File: config.mk
export PLATFORM = sky130hd
export DESIGN_NAME = string_to_integer_parser_unit
export DESIGN_NICKNAME = d
export VERILOG_FILES = /design/src/stip_pkg.sv /design/src/string_to_integer_parser_unit.sv
export SDC_FILE = /design/constraint.sdc
export NUM_CORES = 2
export LEC_CHECK = 0
export BUFFER_PORTS_ARGS = -buffer_cell sky130_fd_sc_hd__buf_4
export CORE_MARGIN = 1.5
export CORE_UTILIZATION = 49
export DETAILED_ROUTE_END_ITERATION = 16
export PLACE_DENSITY = 0.66
export SYNTH_ARGS = -nofsm -noshare
export SYNTH_HDL_FRONTEND = slang
export SYNTH_SLANG_ARGS = --single-unit
File: constraint.sdc
create_clock -name i_clk -period 17 [get_ports i_clk]
set_clock_uncertainty 0.15 [all_clocks]
set_input_delay 1.7 -clock i_clk [delete_from_list [all_inputs] [get_ports i_clk]]
set_output_delay 1.7 -clock i_clk [all_outputs]
set_load 0.1 [all_outputs]
File: src/stip_pkg.sv
// Shared types, character codes and digit classification for the string-to-integer parser.
`default_nettype none

package stip_pkg;

    typedef logic [7:0] t_char;
    typedef logic [5:0] t_base;
    typedef logic [5:0] t_weight;

    localparam t_char CH_ZERO  = 8'h30;
    localparam t_char CH_MINUS = 8'h2D;
    localparam t_char CH_PLUS  = 8'h2B;
    localparam t_char CH_X_LO  = 8'h78;
    localparam t_char CH_X_UP  = 8'h58;
    localparam t_char CH_SPACE = 8'h20;

    localparam t_base BASE_AUTO = 6'd0;
    localparam t_base BASE_MIN  = 6'd2;
    localparam t_base BASE_OCT  = 6'd8;
    localparam t_base BASE_DEC  = 6'd10;
    localparam t_base BASE_HEX  = 6'd16;
    localparam t_base BASE_MAX  = 6'd36;

    // Weight of a byte that is no alphanumeric; above every legal base.
    localparam t_weight WEIGHT_NONE = 6'd63;

    // Space, TAB, LF, VT, FF, CR.
    function automatic logic is_white(input t_char c);
        return (c == CH_SPACE) || (c inside {[8'h09:8'h0D]});
    endfunction

    // Digit value 0..35 for 0-9, a-z, A-Z; WEIGHT_NONE otherwise.
    function automatic t_weight char_weight(input t_char c);
        t_weight w;
        if (c inside {[8'h30:8'h39]}) begin
            w = 6'(c - 8'h30);
        end else if (c inside {[8'h61:8'h7A]}) begin
            w = 6'(c - 8'h57);
        end else if (c inside {[8'h41:8'h5A]}) begin
            w = 6'(c - 8'h37);
        end else begin
            w = WEIGHT_NONE;
        end
        return w;
    endfunction

endpackage

`default_nettype wire

File: src/string_to_integer_parser_unit.sv
// Top level of the streaming string-to-integer parser (strtoull style).
//
// Usage:
//   Text enters on the s_axis channel, one byte per transaction in s_axis_tdata.
//   s_axis_tuser marks the first byte of a new string; a string in progress is
//   dropped when a new start arrives. Bytes before the first start are ignored.
//   Each string yields one result transaction on m_axis when its first
//   non-digit byte (the terminating 0 included) is taken: the value modulo
//   2^64 (negated for a leading '-'), the sign, a digits-found flag and the
//   count of bytes up to the last converted digit. Later bytes are ignored
//   until the next start.
//   The base register is written through i_cfg_we / i_cfg_wdata: 0 selects
//   auto-detection (0x -> 16, leading 0 -> 8, else 10); 2..36 is the base.
// Timing:
//   One byte per clock sustained. The result is loaded into the output register
//   at the edge that takes the ending byte, so m_axis_tvalid rises in the
//   following cycle. The per-byte multiply-add (64 by 6 bits) is the only
//   multiplier in the loop.
//   When m_axis_tready is low with a result waiting, s_axis_tready drops and
//   the input stalls until the result is taken; it then resumes at once.
// Reset: synchronous, active low; parser idle, base register 10, no result.
`default_nettype none

module string_to_integer_parser_unit #(
    parameter int COUNT_BITS = 16
) (
    input  wire                  i_clk,
    input  wire                  i_rst_n,
    // Base register write
    input  wire                  i_cfg_we,
    input  wire  [5:0]           i_cfg_wdata,
    // Character stream
    input  wire                  s_axis_tvalid,
    output logic                 s_axis_tready,
    input  wire  [7:0]           s_axis_tdata,   // [7:0] character
    input  wire                  s_axis_tuser,   // [0] start_flag
    // Result stream
    output logic                 m_axis_tvalid,
    input  wire                  m_axis_tready,
    // [63:0] value, [64] negative, [65] digits_found,
    // [65+COUNT_BITS:66] consumed_count, zero padding above
    output logic [((66 + COUNT_BITS + 7) / 8) * 8 - 1:0] m_axis_tdata
);

    localparam int OUT_BITS = 66 + COUNT_BITS;
    localparam int OUT_W    = ((OUT_BITS + 7) / 8) * 8;
    localparam int PAD_W    = OUT_W - OUT_BITS;

    typedef enum logic [2:0] {
        PH_IDLE,
        PH_LEAD,
        PH_SIGNED,
        PH_ZERO,
        PH_HEXPFX,
        PH_DIGITS
    } t_phase;

    // Parser state
    t_phase                  r_phase,   n_phase;
    logic [63:0]             r_acc,     n_acc;
    logic                    r_sign,    n_sign;
    stip_pkg::t_base         r_eb,      n_eb;
    logic [COUNT_BITS-1:0]   r_cc,      n_cc;
    logic [COUNT_BITS-1:0]   r_ldc,     n_ldc;
    stip_pkg::t_base         r_base;

    // Result register
    logic                    r_out_valid;
    logic [63:0]             r_out_value,  n_out_value;
    logic                    r_out_neg;
    logic                    r_out_any,    n_out_any;
    logic [COUNT_BITS-1:0]   r_out_count,  n_out_count;
    logic                    n_emit;

    logic                    w_accept;
    stip_pkg::t_char         w_c;
    stip_pkg::t_weight       w_weight;
    logic                    w_white;
    logic                    w_is_sign;
    logic                    w_first;
    stip_pkg::t_base         w_first_base;
    stip_pkg::t_base         w_mul_base;
    logic [63:0]             w_acc_src;
    logic [63:0]             w_prod;
    logic [63:0]             w_mac;
    logic                    w_digit_ok;

    // Working copies after a possible start
    t_phase                  w_phase;
    logic [63:0]             w_acc;
    logic                    w_sign;
    stip_pkg::t_base         w_eb;
    logic [COUNT_BITS-1:0]   w_cc;
    logic [COUNT_BITS-1:0]   w_ldc;
    logic [COUNT_BITS-1:0]   w_cc_inc;

    // Accept a byte whenever the result register is free or being drained
    assign s_axis_tready = !r_out_valid || m_axis_tready;
    assign w_accept      = s_axis_tvalid && s_axis_tready;

    assign w_c       = s_axis_tdata;
    assign w_weight  = stip_pkg::char_weight(w_c);
    assign w_white   = stip_pkg::is_white(w_c);
    assign w_is_sign = (w_c == stip_pkg::CH_MINUS) || (w_c == stip_pkg::CH_PLUS);

    // A start wipes the string state before the byte is looked at
    always_comb begin
        if (s_axis_tuser) begin
            w_phase = PH_LEAD;
            w_acc   = '0;
            w_sign  = 1'b0;
            w_eb    = '0;
            w_cc    = '0;
            w_ldc   = '0;
        end else begin
            w_phase = r_phase;
            w_acc   = r_acc;
            w_sign  = r_sign;
            w_eb    = r_eb;
            w_cc    = r_cc;
            w_ldc   = r_ldc;
        end
    end

    // Saturating byte count including this byte
    assign w_cc_inc = (w_cc == {COUNT_BITS{1'b1}}) ? w_cc : w_cc + COUNT_BITS'(1);

    // First byte of the number proper: after whitespace and sign
    assign w_first = (w_phase == PH_SIGNED) ||
                     ((w_phase == PH_LEAD) && !w_white && !w_is_sign);
    assign w_first_base = (r_base == stip_pkg::BASE_AUTO) ? stip_pkg::BASE_DEC : r_base;

    // One shared multiply-add: acc * base + digit
    always_comb begin
        if (w_first) begin
            w_mul_base = w_first_base;
        end else if (w_phase == PH_HEXPFX) begin
            w_mul_base = stip_pkg::BASE_HEX;
        end else begin
            w_mul_base = w_eb;
        end
    end
    assign w_acc_src  = w_first ? 64'd0 : w_acc;
    assign w_prod     = w_acc_src * {58'd0, w_mul_base};
    assign w_mac      = w_prod + {58'd0, w_weight};
    assign w_digit_ok = (w_mul_base >= stip_pkg::BASE_MIN) &&
                        (w_mul_base <= stip_pkg::BASE_MAX) &&
                        (w_weight < w_mul_base);

    // Per-byte next state and result
    always_comb begin
        n_phase     = w_phase;
        n_acc       = w_acc;
        n_sign      = w_sign;
        n_eb        = w_eb;
        n_cc        = w_cc;
        n_ldc       = w_ldc;
        n_emit      = 1'b0;
        n_out_any   = 1'b0;
        n_out_value = '0;
        n_out_count = '0;

        if (w_phase != PH_IDLE) begin
            n_cc = w_cc_inc;
            if (w_first) begin
                n_acc = '0;
                if ((w_c == stip_pkg::CH_ZERO) && ((r_base == stip_pkg::BASE_AUTO) ||
                                                   (r_base == stip_pkg::BASE_HEX))) begin
                    n_eb    = (r_base == stip_pkg::BASE_HEX) ? stip_pkg::BASE_HEX
                                                             : stip_pkg::BASE_OCT;
                    n_ldc   = w_cc_inc;
                    n_phase = PH_ZERO;
                end else begin
                    n_eb = w_first_base;
                    if (w_digit_ok) begin
                        n_acc   = w_mac;
                        n_ldc   = w_cc_inc;
                        n_phase = PH_DIGITS;
                    end else begin
                        n_emit    = 1'b1;
                        n_out_any = 1'b0;
                    end
                end
            end else begin
                case (w_phase)
                    PH_LEAD: begin
                        // Only whitespace or a sign lands here
                        if (w_is_sign) begin
                            n_sign  = (w_c == stip_pkg::CH_MINUS);
                            n_phase = PH_SIGNED;
                        end
                    end
                    PH_ZERO: begin
                        if ((w_c == stip_pkg::CH_X_LO) || (w_c == stip_pkg::CH_X_UP)) begin
                            n_eb    = stip_pkg::BASE_HEX;
                            n_phase = PH_HEXPFX;
                        end else if (w_digit_ok) begin
                            n_acc   = w_mac;
                            n_ldc   = w_cc_inc;
                            n_phase = PH_DIGITS;
                        end else begin
                            n_emit    = 1'b1;
                            n_out_any = 1'b1;
                        end
                    end
                    PH_HEXPFX, PH_DIGITS: begin
                        if (w_digit_ok) begin
                            n_acc   = w_mac;
                            n_ldc   = w_cc_inc;
                            n_phase = PH_DIGITS;
                        end else begin
                            n_emit    = 1'b1;
                            n_out_any = 1'b1;
                        end
                    end
                    default: begin
                        n_phase = w_phase;
                    end
                endcase
            end
        end

        if (n_emit) begin
            n_phase     = PH_IDLE;
            n_out_value = n_out_any ? (w_sign ? (64'd0 - w_acc) : w_acc) : 64'd0;
            n_out_count = n_out_any ? w_ldc : '0;
        end
    end

    // Hold state and the result register
    always_ff @(posedge i_clk) begin
        if (!i_rst_n) begin
            r_phase     <= PH_IDLE;
            r_acc       <= '0;
            r_sign      <= 1'b0;
            r_eb        <= '0;
            r_cc        <= '0;
            r_ldc       <= '0;
            r_base      <= stip_pkg::BASE_DEC;
            r_out_valid <= 1'b0;
            r_out_value <= '0;
            r_out_neg   <= 1'b0;
            r_out_any   <= 1'b0;
            r_out_count <= '0;
        end else begin
            if (i_cfg_we) begin
                r_base <= i_cfg_wdata;
            end
            if (w_accept) begin
                r_phase <= n_phase;
                r_acc   <= n_acc;
                r_sign  <= n_sign;
                r_eb    <= n_eb;
                r_cc    <= n_cc;
                r_ldc   <= n_ldc;
            end
            if (w_accept && n_emit) begin
                r_out_valid <= 1'b1;
                r_out_value <= n_out_value;
                r_out_neg   <= w_sign;
                r_out_any   <= n_out_any;
                r_out_count <= n_out_count;
            end else if (m_axis_tready) begin
                r_out_valid <= 1'b0;
            end
        end
    end

    assign m_axis_tvalid = r_out_valid;
    generate
        if (PAD_W > 0) begin : g_pad
            assign m_axis_tdata = {{PAD_W{1'b0}}, r_out_count, r_out_any, r_out_neg,
                                   r_out_value};
        end else begin : g_nopad
            assign m_axis_tdata = {r_out_count, r_out_any, r_out_neg, r_out_value};
        end
    endgenerate

    // A result without digits carries a zero value and a zero count
    a_nodigit_zero: assert property (@(posedge i_clk) disable iff (!i_rst_n)
        (r_out_valid && !r_out_any) |-> ((r_out_value == 64'd0) && (r_out_count == '0)))
        else $error("no-digit result with nonzero value or count");

    // Bytes taken while idle with no start never create a result
    a_idle_silent: assert property (@(posedge i_clk) disable iff (!i_rst_n)
        (w_accept && (r_phase == PH_IDLE) && !s_axis_tuser && !r_out_valid)
            |=> !r_out_valid)
        else $error("result produced from an ignored byte");

    // Digit phase always runs on a legal base
    a_digit_base: assert property (@(posedge i_clk) disable iff (!i_rst_n)
        (r_phase == PH_DIGITS) |-> ((r_eb >= stip_pkg::BASE_MIN) &&
                                    (r_eb <= stip_pkg::BASE_MAX)))
        else $error("digit phase with illegal base");

    // The last digit never lies beyond the bytes counted so far
    a_count_order: assert property (@(posedge i_clk) disable iff (!i_rst_n)
        (r_phase != PH_IDLE) |-> (r_ldc <= r_cc))
        else $error("last digit count ahead of byte count");

endmodule

`default_nettype wire
# After elaboration in Yosys (flattened, before gate mapping)

Cells that the tools add are included.
W data, S select, Z words.

Register bits: 195
Input port bits: 20
Output and inout bits: 90

Add/subtract/negate cells: 6
$mul: 1
$lt $le $gt $ge: 11
Equal/unequal tests: 13
Muxes and demuxes: 61
Reduce and logical (&&, ||, !) cells: 24

Operator list:

| kind                    | number |
|---|---|
| $mux W64                | 11 |
| $mux W16                | 11 |
| $pmux W64 S2            | 1 |
| $mux W6                 | 12 |
| $add A64 B6 Y64         | 1 |
| $mul A64 B6 Y64         | 1 |
| $sub A1 B64 Y64 const A | 1 |
| $eq A8 B6 Y1 const B    | 4 |
| $pmux W16 S2            | 1 |
| $mux W3                 | 8 |
| $add A16 B1 Y16 const B | 1 |
| $eq A16 B16 Y1 const B  | 1 |
| $eq A8 B7 Y1 const B    | 2 |
| $ge A8 B7 Y1 const B    | 2 |
| $le A8 B7 Y1 const B    | 2 |
| $mux W1                 | 14 |
| $sub A6 B6 Y6 const B   | 2 |
| $logic_and A1 B1 Y1     | 11 |
| $pmux W3 S3             | 1 |
| $ge A8 B4 Y1 const B    | 1 |
| $ge A8 B6 Y1 const B    | 1 |
| $le A8 B4 Y1 const B    | 1 |
| $le A8 B6 Y1 const B    | 1 |
| $eq A3 B2 Y1 const B    | 2 |
| 15 further kinds        | 23 |

# Logic depth before layout (Yosys ltp)

Depth after elaboration: 18
Gate-level depth with buffers: 29

# Worst setup path after synthesis

OpenSTA, ideal clock, no wires.

Kind: input to register
Start point: input port s_axis_tdata[1]
End point: register r_acc[61]
Setup time: 0.129 ns
Arrival time: 8.410 ns
Path slack: 8.311 ns
Stages on the path: 28
Cells stage by stage: inv_1 > ha_1 > mux2_2 > o2111ai_1 > o311ai_2 > nand2_2 > clkbuf_1 > nor3_1 > nand2_1 > clkbuf_1 > nor2_1 > fa_1 > inv_1 > fa_1 > inv_1 > fa_1 > fa_1 > ha_1 > o211ai_1 > a21oi_1 > o41ai_1 > a21oi_1 > o311ai_1 > a21oi_1 > a221o_1 > a31oi_1 > xor2_1 > o21ai_0

Longest elaborated chain between the ends: 16
Elaborated cells between the ends (all ways): 49

RTL lines:

| item                                                     | line                                 | RTL |
|---|---|---|
| start: declaration                                       | string_to_integer_parser_unit.sv:35  | `input wire [7:0] s_axis_tdata,` |
| branches (longest 14 deep; another with $mul A64 B6 Y64) | n/a                                  |  |
| $mux W64 *                                               | string_to_integer_parser_unit.sv:165 | `if (w_first) begin` |
| $mux W64 *                                               | string_to_integer_parser_unit.sv:163 | `if (w_phase != PH_IDLE) begin` |
| end signal: assignment                                   | string_to_integer_parser_unit.sv:251 | `r_acc <= n_acc;` |
| end: declaration                                         | string_to_integer_parser_unit.sv:60  | `logic [63:0] r_acc, n_acc;` |

Mark *: on every way between the ends.
A chain may end at the register's enable or synchronous reset.

# Worst setup path after layout

Start point: input port s_axis_tuser
End point: register r_acc[61]

Longest elaborated chain between the ends: 14
Elaborated cells between the ends (all ways): 30

RTL lines:

| item                                                     | line                                 | RTL |
|---|---|---|
| start: declaration                                       | string_to_integer_parser_unit.sv:36  | `input wire s_axis_tuser,` |
| branches (longest 13 deep; another with $mul A64 B6 Y64) | n/a                                  |  |
| $mux W64 *                                               | string_to_integer_parser_unit.sv:163 |  |

Marked as above.

==> impl_metrics.xml <==
<?xml version="1.0" encoding="UTF-8"?>
<metrics>
  <group name="worst_hold_path">
    <metric name="holdCritPathClass" unit="">reg2reg</metric>
  </group>
  <group name="global_route">
    <metric name="globalRoute.totalOverflow" unit="">0</metric>
    <metric name="grt_pass1_vias" unit="">19700</metric>
    <metric name="grt_antenna_before_repair" unit="">1</metric>
    <metric name="global_route.usage.total" unit="%">30.5</metric>
    <metric name="grt_max_degree" unit="">85</metric>
    <metric name="grt_pass1_wl" unit="µm">111000</metric>
  </group>
  <group name="timing">
    <metric name="timing.final.crit_period" unit="ns">10.42</metric>
    <metric name="highest_achievable_clock_rate" unit="MHz">96.0</metric>
    <metric name="worst_slew_pin_slew" unit="ns">1.12</metric>
    <metric name="min_period_over_period" unit="%">61.3</metric>
    <metric name="fin_worst_hold_slack" unit="ns">0.330</metric>
    <metric name="final-max-slew-violation-count" unit="">0</metric>
    <metric name="hold_violations" unit="">0</metric>
    <metric name="timing.final.setup_violations" unit="">0</metric>
    <metric name="slew_headroom" unit="%">24.8</metric>
    <metric name="setup_tns" unit="ns">0</metric>
    <metric name="rsz0062_at_grt" unit="">false</metric>
  </group>
  <group name="floorplanning">
    <metric name="die_y" unit="µm">214</metric>
    <metric name="initial_core_util" unit="%">49.5</metric>
    <metric name="rows" unit="">77</metric>
    <metric name="i_o_pin_count" unit="">110</metric>
    <metric name="core" unit="µm²">44000</metric>
    <metric name="floorplan.die.width" unit="µm">214</metric>
    <metric name="die-area" unit="µm²">45800</metric>
  </group>
  <group name="pwr">
    <metric name="switching_power" unit="µW">351</metric>
    <metric name="pwr-share-comb" unit="%">15.3</metric>
    <metric name="share_seq_of_total_power" unit="%">44.8</metric>
    <metric name="cellPowerDensity" unit="nW/µm²">45.2</metric>
    <metric name="worst_ir_drop_vdd" unit="mV">0.0721</metric>
    <metric name="share_clk_of_total_power" unit="%">39.9</metric>
    <metric name="total_internal_power" unit="µW">703</metric>
    <metric name="switching_share" unit="%">33.3</metric>
    <metric name="leakagePower" unit="nW">10.8</metric>
  </group>
  <group name="setup_path">
    <metric name="buffers_and_inverters_on_the_worst_path" unit="">5</metric>
    <metric name="critical-path-slowest-cell" unit="">buf_4</metric>
    <metric name="worst-path-max-fanout" unit="">58</metric>
    <metric name="slowest_delay" unit="ns">0.72</metric>
    <metric name="worst_r2r_path_depth" unit="">22</metric>
    <metric name="r2r_slack" unit="ns">8.17</metric>
    <metric name="crit_start" unit="">s_axis_tuser</metric>
    <metric name="timing.critical_path.to_type" unit="">register</metric>
    <metric name="cp.arrival" unit="ns">10.63</metric>
    <metric name="most_frequent_cell_on_the_critical_path" unit="">fa_1</metric>
    <metric name="cp.depth" unit="">26</metric>
    <metric name="crit_family" unit="">compound AO/OA/AOI/OAI gates</metric>
    <metric name="critical_path.reg2reg.endpoint" unit="">r_acc[61]$_SDFFE_PN0P_</metric>
    <metric name="critical_path.reg2reg.startpoint" unit="">r_phase[2]$_SDFFE_PN0P_</metric>
    <metric name="critical_path.startpoint_type" unit="">input port</metric>
    <metric name="critical_path_class" unit="">in2reg</metric>
    <metric name="worstSetupEndpoint" unit="">r_acc[61]$_SDFFE_PN0P_</metric>
    <metric name="cp.required" unit="ns">17.21</metric>
  </group>
  <group name="clocking">
    <metric name="ctsLongestPathBuffers" unit="">2</metric>
    <metric name="cts_hold_buf" unit="">0</metric>
    <metric name="cts_buffers" unit="">17</metric>
    <metric name="cts_setup_buffers" unit="">0</metric>
    <metric name="tritoncts_clock_tree" unit="">done</metric>
    <metric name="cts.reportedPaths.clkPinSlew" unit="ns">0.08</metric>
    <metric name="cts_root_buf" unit="">clkbuf_16</metric>
    <metric name="clk_sinks" unit="">195</metric>
    <metric name="worst_skew_pair.late_latency" unit="ns">0.49</metric>
    <metric name="postCtsResizedCells" unit="">0</metric>
    <metric name="ctsHtreeMaxLevel" unit="">4</metric>
  </group>
  <group name="final_layout">
    <metric name="final_layout_size_suffix_gt1_share" unit="%">8.14</metric>
    <metric name="instances_no_fill" unit="">3197</metric>
    <metric name="fin_nets" unit="">2995</metric>
    <metric name="layout_common_cells" unit="">nor2_1, fa_1, nand2_1</metric>
    <metric name="leading_cell_type_in_the_layout_fill_and_taps_excluded" unit="">nor2_1</metric>
    <metric name="syn2layout_area_growth" unit="%">6.92</metric>
  </group>
  <group name="routing">
    <metric name="route.final.wire_length" unit="µm">68700</metric>
    <metric name="drcViolationCount" unit="">0</metric>
    <metric name="drt_first_iter_violations" unit="">1873</metric>
    <metric name="drt_pre_antenna_iters" unit="">6</metric>
    <metric name="viasPerCell" unit="">6.13</metric>
    <metric name="ant_nets" unit="">0</metric>
    <metric name="num_vias" unit="">19600</metric>
    <metric name="routed_wire_per_std_cell" unit="µm">21.5</metric>
  </group>
  <group name="synth">
    <metric name="synth_seq_cells" unit="">195</metric>
    <metric name="post_synth_instance_area" unit="µm²">21800</metric>
    <metric name="synth_ff_type" unit="">dfxtp_1</metric>
    <metric name="avgSynthCellArea" unit="µm²">8.33</metric>
    <metric name="async_flop_share" unit="%">0</metric>
    <metric name="synth.lib_cells_used.distinct" unit="">91</metric>
    <metric name="yosys_warnings" unit="">0</metric>
    <metric name="synth-seq-area-share" unit="%">17.9</metric>
    <metric name="synth_enable_flop_cells" unit="">0</metric>
    <metric name="synthesis.instances" unit="">2618</metric>
  </group>
  <group name="placement">
    <metric name="dpl.cell_count" unit="">3165</metric>
    <metric name="dp.final_hpwl" unit="µm">50800</metric>
    <metric name="placement.io_buffers" unit="">103</metric>
    <metric name="gpl.final_weighted_congestion" unit="">0.915</metric>
  </group>
  <group name="outcome">
    <metric name="status" unit="">finished clean</metric>
  </group>
  <group name="job">
    <metric name="maxCapViolations" unit="">0</metric>
  </group>
</metrics>
## worst min-delay path by stage
stage	cells past startpoint	start	slack, ns	endpoint
after global placement	1	r_ldc[14]$_SDFFE_PN0P_	0.31	r_ldc[14]$_SDFFE_PN0P_
after global routing	1	r_ldc[6]$_SDFFE_PN0P_	0.36	r_ldc[6]$_SDFFE_PN0P_
after floorplan	1	r_ldc[2]$_SDFFE_PN0P_	0.28	r_ldc[2]$_SDFFE_PN0P_
after detailed placement	1	r_ldc[2]$_SDFFE_PN0P_	0.32	r_ldc[2]$_SDFFE_PN0P_
final	1	r_ldc[14]$_SDFFE_PN0P_	0.33	r_ldc[14]$_SDFFE_PN0P_
after CTS	1	r_ldc[2]$_SDFFE_PN0P_	0.33	r_ldc[2]$_SDFFE_PN0P_
## final cells by class
cell class                      count  area, µm²
Clock buffer                       18        439
Inverter                           79        299
Clock inverter                     13        143
Antenna cell                        1       2.50
Tap cell                          592        741
Timing Repair Buffer              126        946
Fill cell                        4205      20700
Sequential cell                   195       3910
Multi-Input combinational cell   2173      16800
## metal layers
layer	vias up	global-route usage, %	wire length, µm
met1	9651	42.8	30100
met3	131	5.59	6070
met5	-	0	0
met2	901	46.7	30500
met4	0	11.3	2060
li1	8907	-	-
## power by group through the flow
stage	combinational (mW)	clock, mW	sequential [mW]
2_1_floorplan	0.110	0	0.478
3_3_place_gp	0.154	0	0.483
3_5_place_dp	0.156	0	0.483
4_1_cts	0.157	0.425	0.472
5_1_grt	0.173	0.441	0.474
6_report	0.161	0.420	0.473
## cells by family after synthesis
group / Yosys count / synth area share, %
xor+xnor: 136 / 5.46
simple gates: 1026 / 21.7
flops: 195 / 17.9
compound gates: 594 / 18.3
buf+inv: 255 / 5.04
mux: 28 / 1.34
other cells: 1 / 0.0172
fa+ha+maj: 383 / 30.2
## sequential cells by signal, indices dropped and copies added, names as in the netlist
| signal | flops |
|---|---|
| m_axis_tvalid | 1 |
| r_acc | 64 |
| r_base | 6 |
| r_cc | 16 |
| r_eb | 6 |
| r_ldc | 16 |
| r_out_any | 1 |
| r_out_count | 16 |
| r_out_neg | 1 |
| r_out_value | 64 |
| r_phase | 3 |
| r_sign | 1 |
## cells in the mapped netlist (all sizes together) (31+ instances only)
library cell	number	area (µm²)
nor2	443	1670
dfxtp	195	3900
ha	143	1790
and2	123	769
nand2	233	880
nor3	37	201
o21ai	140	704
nand2b	31	194
fa	240	4800
nand3	36	180
clkbuf	124	467
inv	78	293
buf	52	335
a21oi	122	618
xnor2	106	928
a21o	59	443
a22oi	86	646
## worst reg2reg max path: cells and delay by family (launching register included)
| kind | cells | cell delay, ns |
|---|---|---|
| AO/OA/AOI/OAI | 10 | 3.24 |
| adder cells (fa/ha/maj) | 5 | 2.43 |
| AND/OR/NAND/NOR | 4 | 1.61 |
| buffers and inverters | 2 | 0.68 |
| flip-flops | 1 | 0.43 |
| XOR/XNOR | 1 | 0.15 |
## stage by stage
stage	util, %	worst slack (ns)	area (µm²)	power (mW)
5_1_grt	53.0	5.86	23300	1.09
2_1_floorplan	-	8.31	21800	0.588
3_3_place_gp	51.6	6.49	22700	0.637
4_1_cts	53.0	6.68	23300	1.06
3_5_place_dp	51.6	6.23	22700	0.639
6_report	53.0	6.58	23300	1.05
Power figures use the tool's default switching activity.
